## config.mk

```make
export PLATFORM = sky130hd
export DESIGN_NAME = rpn_ram
export DESIGN_NICKNAME = d
export VERILOG_FILES = /design/src/hdl/rpn_ram.sv
export SDC_FILE = /design/constraint.sdc
export NUM_CORES = 2
export LEC_CHECK = 0
export ABC_AREA = 1
export BUFFER_PORTS_ARGS = -buffer_cell sky130_fd_sc_hd__buf_2
export CORE_MARGIN = 4
export CORE_UTILIZATION = 42
export DETAILED_ROUTE_END_ITERATION = 10
export PLACE_DENSITY = 0.57
export SETUP_SLACK_MARGIN = 0.3
export SLEW_MARGIN = 20
export SYNTH_ARGS = -nofsm -noshare
export SYNTH_HDL_FRONTEND = slang
export SYNTH_SLANG_ARGS = --single-unit
```

## constraint.sdc

```tcl
create_clock -name aclk -period 5.6 [get_ports aclk]
set_clock_uncertainty 0.1 [all_clocks]
set_input_delay 1.68 -clock aclk [delete_from_list [all_inputs] [get_ports aclk]]
set_output_delay 1.68 -clock aclk [all_outputs]
set_load 0.02 [all_outputs]
```

## src/hdl/rpn_ram.sv

```systemverilog
module rpn_ram #(
    parameter int WIDTH = 32,
    parameter int DEPTH = 64
) (
    input  logic                     aclk,
    input  logic                     we,
    input  logic [$clog2(DEPTH)-1:0] waddr,
    input  logic [WIDTH-1:0]         wdata,
    input  logic                     re,
    input  logic [$clog2(DEPTH)-1:0] raddr,
    output logic [WIDTH-1:0]         rdata
);

    logic [WIDTH-1:0] mem_reg [DEPTH];
    logic [WIDTH-1:0] rdata_reg;

    always_ff @(posedge aclk) begin
        if (we) begin
            mem_reg[waddr] <= wdata;
        end
        if (re) begin
            rdata_reg <= mem_reg[raddr];
        end
    end

    assign rdata = rdata_reg;

endmodule

```

==> metrics.cfg <==
[pwr]
power_density_nw_per_um2 = 348
p_leak_nw = 32.5
ir_worst_vdd_mv = 0.306

[synthesis]
synth_area_um2 = 83100
synth_ff_type = edfxtp_1
synth_edf_count = 2080
ys_seq_area_share_pct = 75.2
ys_async_sr_fraction_pct = 0
yosysUniqueCellTypes = 15
yosys_warnings = 0
synthesis.nets = 6816
synth-seq-cells = 2080
syn_area_per_cell_um2 = 12.3
syn-instance-count = 6769

[sta]
rsz0062_at_grt = false
clock.fmax_mhz = 240
max_slew_margin_pct = 26.4
finalSetupTns_ns = 0
hold_viol_final = 0
fin_crit_sh_pct = 74.3
setup_viol = 0
fin_ws_ns = 1.44
worst_pin_slew_ns = 1.10
maxSlewViolCount = 0
min_period_ns = 4.16

[setup_path]
r2r_cells = 8
cp.required_ns = 6.18
rrSetupSlack_ns = 3.60
path_cells = buf_8, inv_16, buf_4, nand2_1, nand3_1, nand3_1, nand3_1, nand3_1, nand2_1, nand2_1, nand2_1
worstReg2RegEnd = rdata[16]$_DFFE_PP_
crit_path_end_kind = register
crit_path_start_kind = input pin
timing.rr.start = mem_reg[5][16]$_DFFE_PP_
critical_path_depth = 11
arrival_ns = 4.75
cp_slowest_cell = buf_4
cp_top_family = buffers and inverters
critPathKind = in2reg
critPathBufInv = 3
crit_fanout = 109
cpPeakStageDelay_ns = 0.88

[grt]
grt_pass1_vias = 50843
grt_max_degree = 159
grt-ovfl-total = 0
antenna_found_initial = 13
grt_usage_pct = 23.9
grt_pass1_wl_um = 360000

[floorplan]
start_util_pct = 42.4
die-area_um2 = 205000
num_io_pins = 79
die_h_um = 453
core_area_um2 = 196000
die_w_um = 453
fp-row-count = 162

[clocking]
numCtsBuffers = 208
postCtsResizedCells = 0
clock-root-buffer = clkbuf_16
hold_buffers = 0
insertion_delay_ns = 0.85
cts-htree-levels = 4
clk_pin_slew_ns = 0.06
cts.sink_count = 2080
cts_tree = done
clock_path_buffers = 3
cts_setup_buffers = 0

[routing]
routed_wl_um = 248000
antenna_left = 0
drt-initial-drc-count = 6697
wl_per_cell_um = 25.9
vias = 53872
drc_errors = 0
via_per_inst = 5.61
dr.pass1.iters = 6

[hold_path]
hold_depth = 8
min_from = mem_reg[8][17]$_DFFE_PP_
holdPathEnd = rdata[17]$_DFFE_PP_
min_path_type = reg2reg

[place]
place_congestion = 0.803
dp_hpwl_um = 132000
io_buffers = 78
place_ws_ns = 0.656

[layout]
largest_register_ffs = 2048
area_growth_pct = 12.2
fin_util_pct = 47.6
layout-drive-gt1-share_pct = 8.72
fillers = 17456
fin_nets = 6844

[run_status]
status = finished clean

[flow_run]
drv_cap = 0

## area by class of cell
| class | count | area, µm² | share of cell area [%] |
|---|---|---|---|
| Tap cell | 2624 | 3280 | 3.52 |
| Clock inverter | 119 | 851 | 0.913 |
| Clock buffer | 263 | 5480 | 5.87 |
| Antenna cell | 8 | 20.0 | 0.0215 |
| Multi-Input combinational cell | 4228 | 18800 | 20.1 |
| Sequential cell | 2080 | 62500 | 67.0 |
| Timing Repair Buffer | 267 | 2290 | 2.45 |
| Inverter | 12 | 82.6 | 0.0886 |
## synth_stat cells (2+ instances only)
library cell | number | area, µm²
nand2_1 | 2248 | 8440
edfxtp_1 | 2080 | 62500
nand3_1 | 1907 | 9540
buf_2 | 282 | 1410
clkbuf_1 | 77 | 289
nor2_1 | 56 | 210
buf_4 | 45 | 338
buf_1 | 40 | 150
inv_1 | 9 | 33.8
nand4_1 | 9 | 56.3
nor4_1 | 8 | 50.1
buf_6 | 3 | 33.8
buf_8 | 2 | 30.0
inv_2 | 2 | 7.51
## worst reg2reg max path: cells and delay by family (launching register included)
family | cells | cell delay [ns]
DFF | 1 | 0.37
and+or+nand+nor | 8 | 1.24
## metal layers
layer	up-vias	global-route usage, %	wire [µm]
met5	-	0	13
met4	2	9.04	9320
met3	397	3.71	18400
met2	2218	37.8	116000
met1	27021	33.5	105000
li1	24234	-	-
## power breakdown
group	internal (mW)	switching [mW]
logic	0.473	1.58
registers	17.3	0.0532
clock network	7.26	5.83
## worst max-delay path by stage
| stage | start | to | slack [ns] |
|---|---|---|---|
| floorplan | we | mem_reg[48][0]$_DFFE_PP_ | -0.31 |
| global placement | raddr[0] | rdata[16]$_DFFE_PP_ | 0.68 |
| detailed placement | raddr[0] | rdata[16]$_DFFE_PP_ | 0.66 |
| CTS | raddr[0] | rdata[16]$_DFFE_PP_ | 1.56 |
| global route | raddr[0] | rdata[16]$_DFFE_PP_ | 1.31 |
| finish | raddr[0] | rdata[16]$_DFFE_PP_ | 1.44 |
## through the flow
stage               power [mW]  hold slack (ns)  instances  area, µm²
floorplan                 18.7            0.697       6769      83100
global placement          19.7            0.749       9210      86900
detailed placement        19.7            0.757       9210      86900
CTS                       32.7            0.774       9592      93200
global route              33.5            0.858       9597      93200
finish                    32.5            0.767       9601      93200
## placed cells by master, fill, tap and decap left out
master / n
nand2_1: 2248
edfxtp_1: 2080
nand3_1: 1907
clkbuf_16: 211
buf_4: 156
buf_2: 72
clkinv_1: 59
nor2_4: 56
clkbuf_1: 52
buf_12: 35
clkinv_2: 34
inv_6: 9
nand4_1: 9
diode_2: 8
nor4_2: 8
bufinv_16: 8
inv_1: 6
clkinv_8: 5
inv_8: 3
clkinvlp_4: 3
buf_8: 3
inv_16: 1
inv_2: 1
clkinv_4: 1
clkinv_16: 1
buf_6: 1
## cell families after synthesis
kind of cell  Yosys count  synth area share [%]
buf+inv               461                  2.77
flops                2080                  75.2
simple gates         4228                  22.0
Note: power is estimated with default switching activity, not from simulation.
