File: src/hdl/rpn_pkg.sv
package rpn_pkg;

    localparam int DATA_W  = 32;
    localparam int OP_W    = 3;
    localparam int DEPTH_W = 7;
    localparam int STAT_W  = 3;

    localparam logic [OP_W-1:0] OP_PUSH = 3'd0;
    localparam logic [OP_W-1:0] OP_ADD  = 3'd1;
    localparam logic [OP_W-1:0] OP_SUB  = 3'd2;
    localparam logic [OP_W-1:0] OP_MUL  = 3'd3;
    localparam logic [OP_W-1:0] OP_DIV  = 3'd4;

    localparam logic [STAT_W-1:0] STAT_OK    = 3'd0;
    localparam logic [STAT_W-1:0] STAT_UNDER = 3'd1;
    localparam logic [STAT_W-1:0] STAT_OVER  = 3'd2;
    localparam logic [STAT_W-1:0] STAT_DIVZ  = 3'd3;
    localparam logic [STAT_W-1:0] STAT_SAT   = 3'd4;

    typedef enum logic [3:0] {
        S_IDLE = 4'b0001,
        S_READ = 4'b0010,
        S_ALU  = 4'b0100,
        S_DONE = 4'b1000
    } ctl_state_t;

    typedef enum logic [4:0] {
        AS_IDLE = 5'b00001,
        AS_EXEC = 5'b00010,
        AS_MUL  = 5'b00100,
        AS_DIV  = 5'b01000,
        AS_DFIN = 5'b10000
    } alu_state_t;

    typedef struct packed {
        logic            start;
        logic [OP_W-1:0] op;
    } alu_req_t;

    typedef struct packed {
        logic done;
        logic sat;
        logic divz;
    } alu_rsp_t;

endpackage

File: src/hdl/rpn_alu.sv
module rpn_alu import rpn_pkg::*; #(
    parameter int FRAC_BITS = 16
) (
    input  logic              aclk,
    input  logic              aresetn,
    input  alu_req_t          req,
    input  logic [DATA_W-1:0] a,
    input  logic [DATA_W-1:0] b,
    output alu_rsp_t          rsp,
    output logic [DATA_W-1:0] result
);

    localparam int NUM_W  = DATA_W + FRAC_BITS;
    localparam int CNT_W  = $clog2(NUM_W);
    localparam int PROD_W = 2 * DATA_W;

    alu_state_t          state_reg, state_next;
    logic [OP_W-1:0]     op_reg, op_next;
    logic                neg_reg, neg_next;
    logic [DATA_W-1:0]   mag_a_reg, mag_a_next;
    logic [DATA_W-1:0]   mag_b_reg, mag_b_next;
    logic [DATA_W:0]     sum_reg, sum_next;
    logic [PROD_W-1:0]   prod_reg, prod_next;
    logic [NUM_W-1:0]    num_reg, num_next;
    logic [DATA_W-1:0]   rem_reg, rem_next;
    logic [CNT_W-1:0]    cnt_reg, cnt_next;
    logic [DATA_W-1:0]   result_reg, result_next;
    logic                done_reg, done_next;
    logic                sat_reg, sat_next;
    logic                divz_reg, divz_next;

    logic [DATA_W:0]     rem_sh;
    logic [DATA_W:0]     diff;
    logic [DATA_W:0]     clamped;

    // {saturated, value} of a sign and magnitude clamped to 32 bits
    function automatic logic [DATA_W:0] clamp_mag(input logic neg, input logic [PROD_W-1:0] mag);
        logic [DATA_W:0] r;
        if (neg) begin
            if (mag > 64'h8000_0000) begin
                r = {1'b1, 32'h8000_0000};
            end else begin
                r = {1'b0, 32'd0 - mag[DATA_W-1:0]};
            end
        end else begin
            if (mag > 64'h7FFF_FFFF) begin
                r = {1'b1, 32'h7FFF_FFFF};
            end else begin
                r = {1'b0, mag[DATA_W-1:0]};
            end
        end
        return r;
    endfunction

    assign rem_sh = {rem_reg, num_reg[NUM_W-1]};
    assign diff   = rem_sh - {1'b0, mag_b_reg};

    always_comb begin
        state_next  = state_reg;
        op_next     = op_reg;
        neg_next    = neg_reg;
        mag_a_next  = mag_a_reg;
        mag_b_next  = mag_b_reg;
        sum_next    = sum_reg;
        prod_next   = prod_reg;
        num_next    = num_reg;
        rem_next    = rem_reg;
        cnt_next    = cnt_reg;
        result_next = result_reg;
        done_next   = 1'b0;
        sat_next    = sat_reg;
        divz_next   = divz_reg;
        clamped     = '0;

        unique case (state_reg)
            AS_IDLE: begin
                if (req.start) begin
                    op_next    = req.op;
                    neg_next   = a[DATA_W-1] ^ b[DATA_W-1];
                    mag_a_next = a[DATA_W-1] ? 32'd0 - a : a;
                    mag_b_next = b[DATA_W-1] ? 32'd0 - b : b;
                    if (req.op == OP_SUB) begin
                        sum_next = {a[DATA_W-1], a} - {b[DATA_W-1], b};
                    end else begin
                        sum_next = {a[DATA_W-1], a} + {b[DATA_W-1], b};
                    end
                    state_next = AS_EXEC;
                end
            end
            AS_EXEC: begin
                case (op_reg)
                    OP_ADD, OP_SUB: begin
                        divz_next = 1'b0;
                        if (sum_reg[DATA_W] != sum_reg[DATA_W-1]) begin
                            sat_next    = 1'b1;
                            result_next = sum_reg[DATA_W] ? 32'h8000_0000 : 32'h7FFF_FFFF;
                        end else begin
                            sat_next    = 1'b0;
                            result_next = sum_reg[DATA_W-1:0];
                        end
                        done_next  = 1'b1;
                        state_next = AS_IDLE;
                    end
                    OP_MUL: begin
                        prod_next  = PROD_W'(mag_a_reg) * PROD_W'(mag_b_reg);
                        state_next = AS_MUL;
                    end
                    OP_DIV: begin
                        if (mag_b_reg == '0) begin
                            divz_next  = 1'b1;
                            sat_next   = 1'b0;
                            done_next  = 1'b1;
                            state_next = AS_IDLE;
                        end else begin
                            num_next   = NUM_W'(mag_a_reg) << FRAC_BITS;
                            rem_next   = '0;
                            cnt_next   = '0;
                            state_next = AS_DIV;
                        end
                    end
                    default: begin
                        divz_next   = 1'b0;
                        sat_next    = 1'b0;
                        result_next = '0;
                        done_next   = 1'b1;
                        state_next  = AS_IDLE;
                    end
                endcase
            end
            AS_MUL: begin
                clamped     = clamp_mag(neg_reg, prod_reg >> FRAC_BITS);
                sat_next    = clamped[DATA_W];
                divz_next   = 1'b0;
                result_next = clamped[DATA_W-1:0];
                done_next   = 1'b1;
                state_next  = AS_IDLE;
            end
            AS_DIV: begin
                // restoring divide, one quotient bit per cycle
                if (!diff[DATA_W]) begin
                    rem_next = diff[DATA_W-1:0];
                    num_next = {num_reg[NUM_W-2:0], 1'b1};
                end else begin
                    rem_next = rem_sh[DATA_W-1:0];
                    num_next = {num_reg[NUM_W-2:0], 1'b0};
                end
                cnt_next = cnt_reg + 1'b1;
                if (cnt_reg == CNT_W'(NUM_W - 1)) begin
                    state_next = AS_DFIN;
                end
            end
            AS_DFIN: begin
                clamped     = clamp_mag(neg_reg, PROD_W'(num_reg));
                sat_next    = clamped[DATA_W];
                divz_next   = 1'b0;
                result_next = clamped[DATA_W-1:0];
                done_next   = 1'b1;
                state_next  = AS_IDLE;
            end
            default: begin
                state_next = AS_IDLE;
            end
        endcase
    end

    always_ff @(posedge aclk) begin
        if (!aresetn) begin
            state_reg <= AS_IDLE;
            done_reg  <= 1'b0;
        end else begin
            state_reg <= state_next;
            done_reg  <= done_next;
        end
    end

    always_ff @(posedge aclk) begin
        op_reg     <= op_next;
        neg_reg    <= neg_next;
        mag_a_reg  <= mag_a_next;
        mag_b_reg  <= mag_b_next;
        sum_reg    <= sum_next;
        prod_reg   <= prod_next;
        num_reg    <= num_next;
        rem_reg    <= rem_next;
        cnt_reg    <= cnt_next;
        result_reg <= result_next;
        sat_reg    <= sat_next;
        divz_reg   <= divz_next;
    end

    assign rsp    = '{done: done_reg, sat: sat_reg, divz: divz_reg};
    assign result = result_reg;

endmodule

File: config.mk
export PLATFORM = sky130hd
export DESIGN_NAME = rpn_alu
export DESIGN_NICKNAME = d
export VERILOG_FILES = /design/src/hdl/rpn_pkg.sv /design/src/hdl/rpn_alu.sv
export SDC_FILE = /design/constraint.sdc
export NUM_CORES = 2
export LEC_CHECK = 0
export ABC_CLOCK_PERIOD_IN_PS = 18000
export BUFFER_PORTS_ARGS = -buffer_cell sky130_fd_sc_hd__buf_4
export CAP_MARGIN = 15
export CORE_MARGIN = 2
export CORE_UTILIZATION = 44
export DETAILED_ROUTE_END_ITERATION = 7
export PLACE_DENSITY = 0.61
export SLEW_MARGIN = 10
export SYNTH_ARGS = -nofsm -noshare
export SYNTH_HDL_FRONTEND = slang
export SYNTH_SLANG_ARGS = --single-unit
File: constraint.sdc
create_clock -name aclk -period 18 [get_ports aclk]
set_input_delay 3.6 -clock aclk [delete_from_list [all_inputs] [get_ports aclk]]
set_output_delay 3.6 -clock aclk [all_outputs]
set_load 0.03 [all_outputs]
==> impl_metrics.yaml <==
place:
  routabilityCongestion: 0.9184
  buffer_ports.inserted: 104
  placed_cells: 6669
  dpl.hpwl_mm: 108.0
  placedInstanceArea_um2: 51770
hold_path:
  min-delay-start: "num_reg[46]"
  min_delay_path_depth: 2
  timing.hold.worst_endpoint: "num_reg[47]"
  holdCritPathClass: "flop to flop"
detailed_routing:
  num_vias: 36740
  drtAntennaViolNets: 0
  drt-total-wl_mm: 148.6
  vias_per_cell: 5.462
  wire_per_inst_um: 22.10
  drt_first_pass_iters: 6
  drt_first_iter_violations: 3028
  drc_errors: 0
timing:
  number_of_hold_slack_violations_in_the_final_timing_report: 0
  fin_hold_ws_ps: 552.3
  grt_setup_unrepaired: "false"
  slew_viol_final: 0
  setup_viol: 0
  worst_slew_slack_as_a_fraction_of_its_limit_pct: 23.38
  finalClockSkew_ps: 23.68
  tightestPinTransition_ps: 1149
  timing.setup.tns_ps: 0
  max_clock_freq_ghz: 0.1044
  min_period_ps: 9574
  period_share_pct: 53.19
grt:
  grt_max_degree: 75
  residual_overflow_from_global_routing: 0
  grt_usage_pct: 26.14
  grt_pass1_wl_mm: 230.8
  vias_in_the_first_global_route: 38250
  initial_antenna_violation_count: 5
setup_path:
  crit_path_max_fanout: 34
  critPathArrivalTime_ps: 9900
  critical_path.reg2reg.endpoint: "prod_reg[63]"
  worstSetupStartpointType: "flop"
  cp_endpoint_kind: "flop"
  timing.setup.critical_path_class: "flop to flop"
  crit-reg2reg-launch: "mag_b_reg[5]"
  reg2regPathDepth: 22
  reg2reg_setup_slack_ps: 8430
  cp.required_ps: 18330
clocking:
  tritoncts_num_sinks: 275
  post_cts_setup_inserts: 0
  cts.clk_slew.worst_paths_ps: 70
  cts.htree.levels: 1
  cts-buffers-inserted: 30
  clkLatencyLatePin_ps: 600
  number_of_buffers_between_clock_root_and_the_deepest_sink: 3
  tritoncts: "yes"
  root_buffer: "sky130_fd_sc_hd__clkbuf_16"
  post_cts_resized: 0
  postCtsHoldBufs: 0
status:
  outcome: "complete, no violations"
yosys:
  yosys-top-cells-area: "sky130_fd_sc_hd__fa_1 (36%), sky130_fd_sc_hd__edfxtp_1 (16%), sky130_fd_sc_hd__ha_1 (8.3%), sky130_fd_sc_hd__and2_1 (7.9%), sky130_fd_sc_hd__inv_1 (7.2%)"
  portion_of_netlist_area_occupied_by_mux_cells_pct: 0.5845
  netlist-cell-type-count: 77
  synthFlopType: "sky130_fd_sc_hd__edfxtp_1"
  syn_nets: 6573
  post_synth_and_or_nand_nor_area_fraction_pct: 17.83
  synth_seq_area_share_pct: 16.51
  netlist.top_cell.by_area: "sky130_fd_sc_hd__fa_1"
  yosysMostFrequentCell: "sky130_fd_sc_hd__inv_1"
  ys_async_sr_fraction_pct: 0
  synth_top_family_by_area: "adder cells"
  synth_area_in_compound_gates_pct: 7.209
  synth_top_area_share_pct: 36.16
  synthesis.area_um2: 49660
  yosys.area_share.adder_pct: 44.50
  synth-xor-area-share_pct: 3.898
  synth_commonest_cells: "sky130_fd_sc_hd__inv_1 (948), sky130_fd_sc_hd__fa_1 (897), sky130_fd_sc_hd__nand2_1 (668)"
  synth_edf_count: 269
  ys_seq_elements: 275
  ys.warnings.count: 0
  post_synth.cell_area_avg_um2: 9.414
  synth_cells: 5275
die:
  die_w_um: 340.0
  io_pins: 105
  floorplan.initialDensity_pct: 44.26
  die_area_um2: 115600
  placement_rows: 123
  core_um2: 112200
  die_h_um: 340.0
cells_and_area:
  synthToLayoutAreaGrowth_pct: 6.470
  fin_cells: 6727
  post-route-cell-area_um2: 52870
  drive_above_1_share_pct: 5.205
  numnets_final: 6500
run:
  max_cap_violations: 0
## cell type report
class | instances | area (um2)
clock inverters | 26 | 329.1
diodes | 1 | 2.502
well taps | 1500 | 1877
multi-input cells | 3768 | 36810
repair buffers | 178 | 1344
inverters | 949 | 3562
clock buffers | 30 | 750.7
fillers | 10710 | 59320
flip-flops and latches | 275 | 8198
## how the worst max path moves through the flow
stage | start | endpoint | slack (ps) | depth (start not counted)
2_1_floorplan | req[3] | mag_a_reg[0] | 9610 | 2
3_3_place_gp | mag_b_reg[5] | prod_reg[63] | 8580 | 24
3_5_place_dp | mag_b_reg[6] | prod_reg[63] | 8420 | 24
4_1_cts | mag_b_reg[6] | prod_reg[63] | 8390 | 24
5_1_grt | mag_b_reg[5] | prod_reg[63] | 7910 | 24
6_report | mag_b_reg[5] | prod_reg[63] | 8430 | 22
## logic make-up (layout without fill, tap and decap cells)
family | Yosys count | after routing
DFF | 275 | 275
and+or+nand+nor | 1736 | 1736
muxes | 29 | 29
other | 0 | 1
adders and majority gates | 1228 | 1228
AOI/OAI and AO/OA | 554 | 554
buffers and inverters | 1232 | 1183
xor gates and xnor gates | 221 | 221
## stage by stage
stage / setup WS [ps] / utilization (%)
finish: 8426 / 47.13
global route: 7913 / 47.12
detailed placement: 8420 / 46.15
global placement: 8577 / 46.15
floorplan: 9611 / -
CTS: 8385 / 47.11
## layer usage
layer | vias up | global-route usage [%] | share of wire [%]
li1 | 16300 | - | -
met1 | 18810 | 34.97 | 41
met2 | 1304 | 42.94 | 47
met3 | 330 | 3.552 | 6.5
met4 | 0 | 10.63 | 4.9
met5 | - | 0 | 0
## worst max-delay path, stage by stage, from the launching register on
cell,delay (ps)
sky130_fd_sc_hd__edfxtp_1,1110
sky130_fd_sc_hd__and2_1,280
sky130_fd_sc_hd__fa_1,420
sky130_fd_sc_hd__fa_1,490
sky130_fd_sc_hd__fa_1,510
sky130_fd_sc_hd__inv_1,50
sky130_fd_sc_hd__fa_1,470
sky130_fd_sc_hd__inv_1,50
sky130_fd_sc_hd__fa_1,480
sky130_fd_sc_hd__fa_1,600
sky130_fd_sc_hd__fa_1,440
sky130_fd_sc_hd__fa_1,440
sky130_fd_sc_hd__ha_1,470
sky130_fd_sc_hd__nand3_1,210
sky130_fd_sc_hd__or4_1,450
sky130_fd_sc_hd__o311ai_0,630
sky130_fd_sc_hd__o21ai_1,380
sky130_fd_sc_hd__o211ai_1,780
sky130_fd_sc_hd__a211o_1,280
sky130_fd_sc_hd__a21oi_1,110
sky130_fd_sc_hd__o31ai_1,370
sky130_fd_sc_hd__a21oi_1,140
sky130_fd_sc_hd__xnor2_1,140
## layout by cell type, fill, tap and decap left out, types with 30 or more instances in the layout
cell type | netlist | routed
sky130_fd_sc_hd__inv_1 | 948 | 948
sky130_fd_sc_hd__fa_1 | 897 | 897
sky130_fd_sc_hd__nand2_1 | 668 | 667
sky130_fd_sc_hd__and2_1 | 631 | 631
sky130_fd_sc_hd__ha_1 | 331 | 331
sky130_fd_sc_hd__edfxtp_1 | 269 | 269
sky130_fd_sc_hd__buf_4 | 7 | 177
sky130_fd_sc_hd__a21oi_1 | 162 | 162
sky130_fd_sc_hd__nor2_1 | 149 | 146
sky130_fd_sc_hd__xnor2_1 | 137 | 137
sky130_fd_sc_hd__o21ai_0 | 111 | 110
sky130_fd_sc_hd__xor2_1 | 84 | 83
sky130_fd_sc_hd__a21o_1 | 64 | 64
sky130_fd_sc_hd__nor3_1 | 45 | 45
sky130_fd_sc_hd__o221ai_1 | 40 | 40
sky130_fd_sc_hd__nand3_1 | 36 | 35
sky130_fd_sc_hd__nand2b_1 | 31 | 31
sky130_fd_sc_hd__o31ai_1 | 30 | 30
sky130_fd_sc_hd__clkbuf_16 | 0 | 30
Power is not shown: default switching activity piles up to over one toggle a cycle in this logic, so the estimate is an artifact.
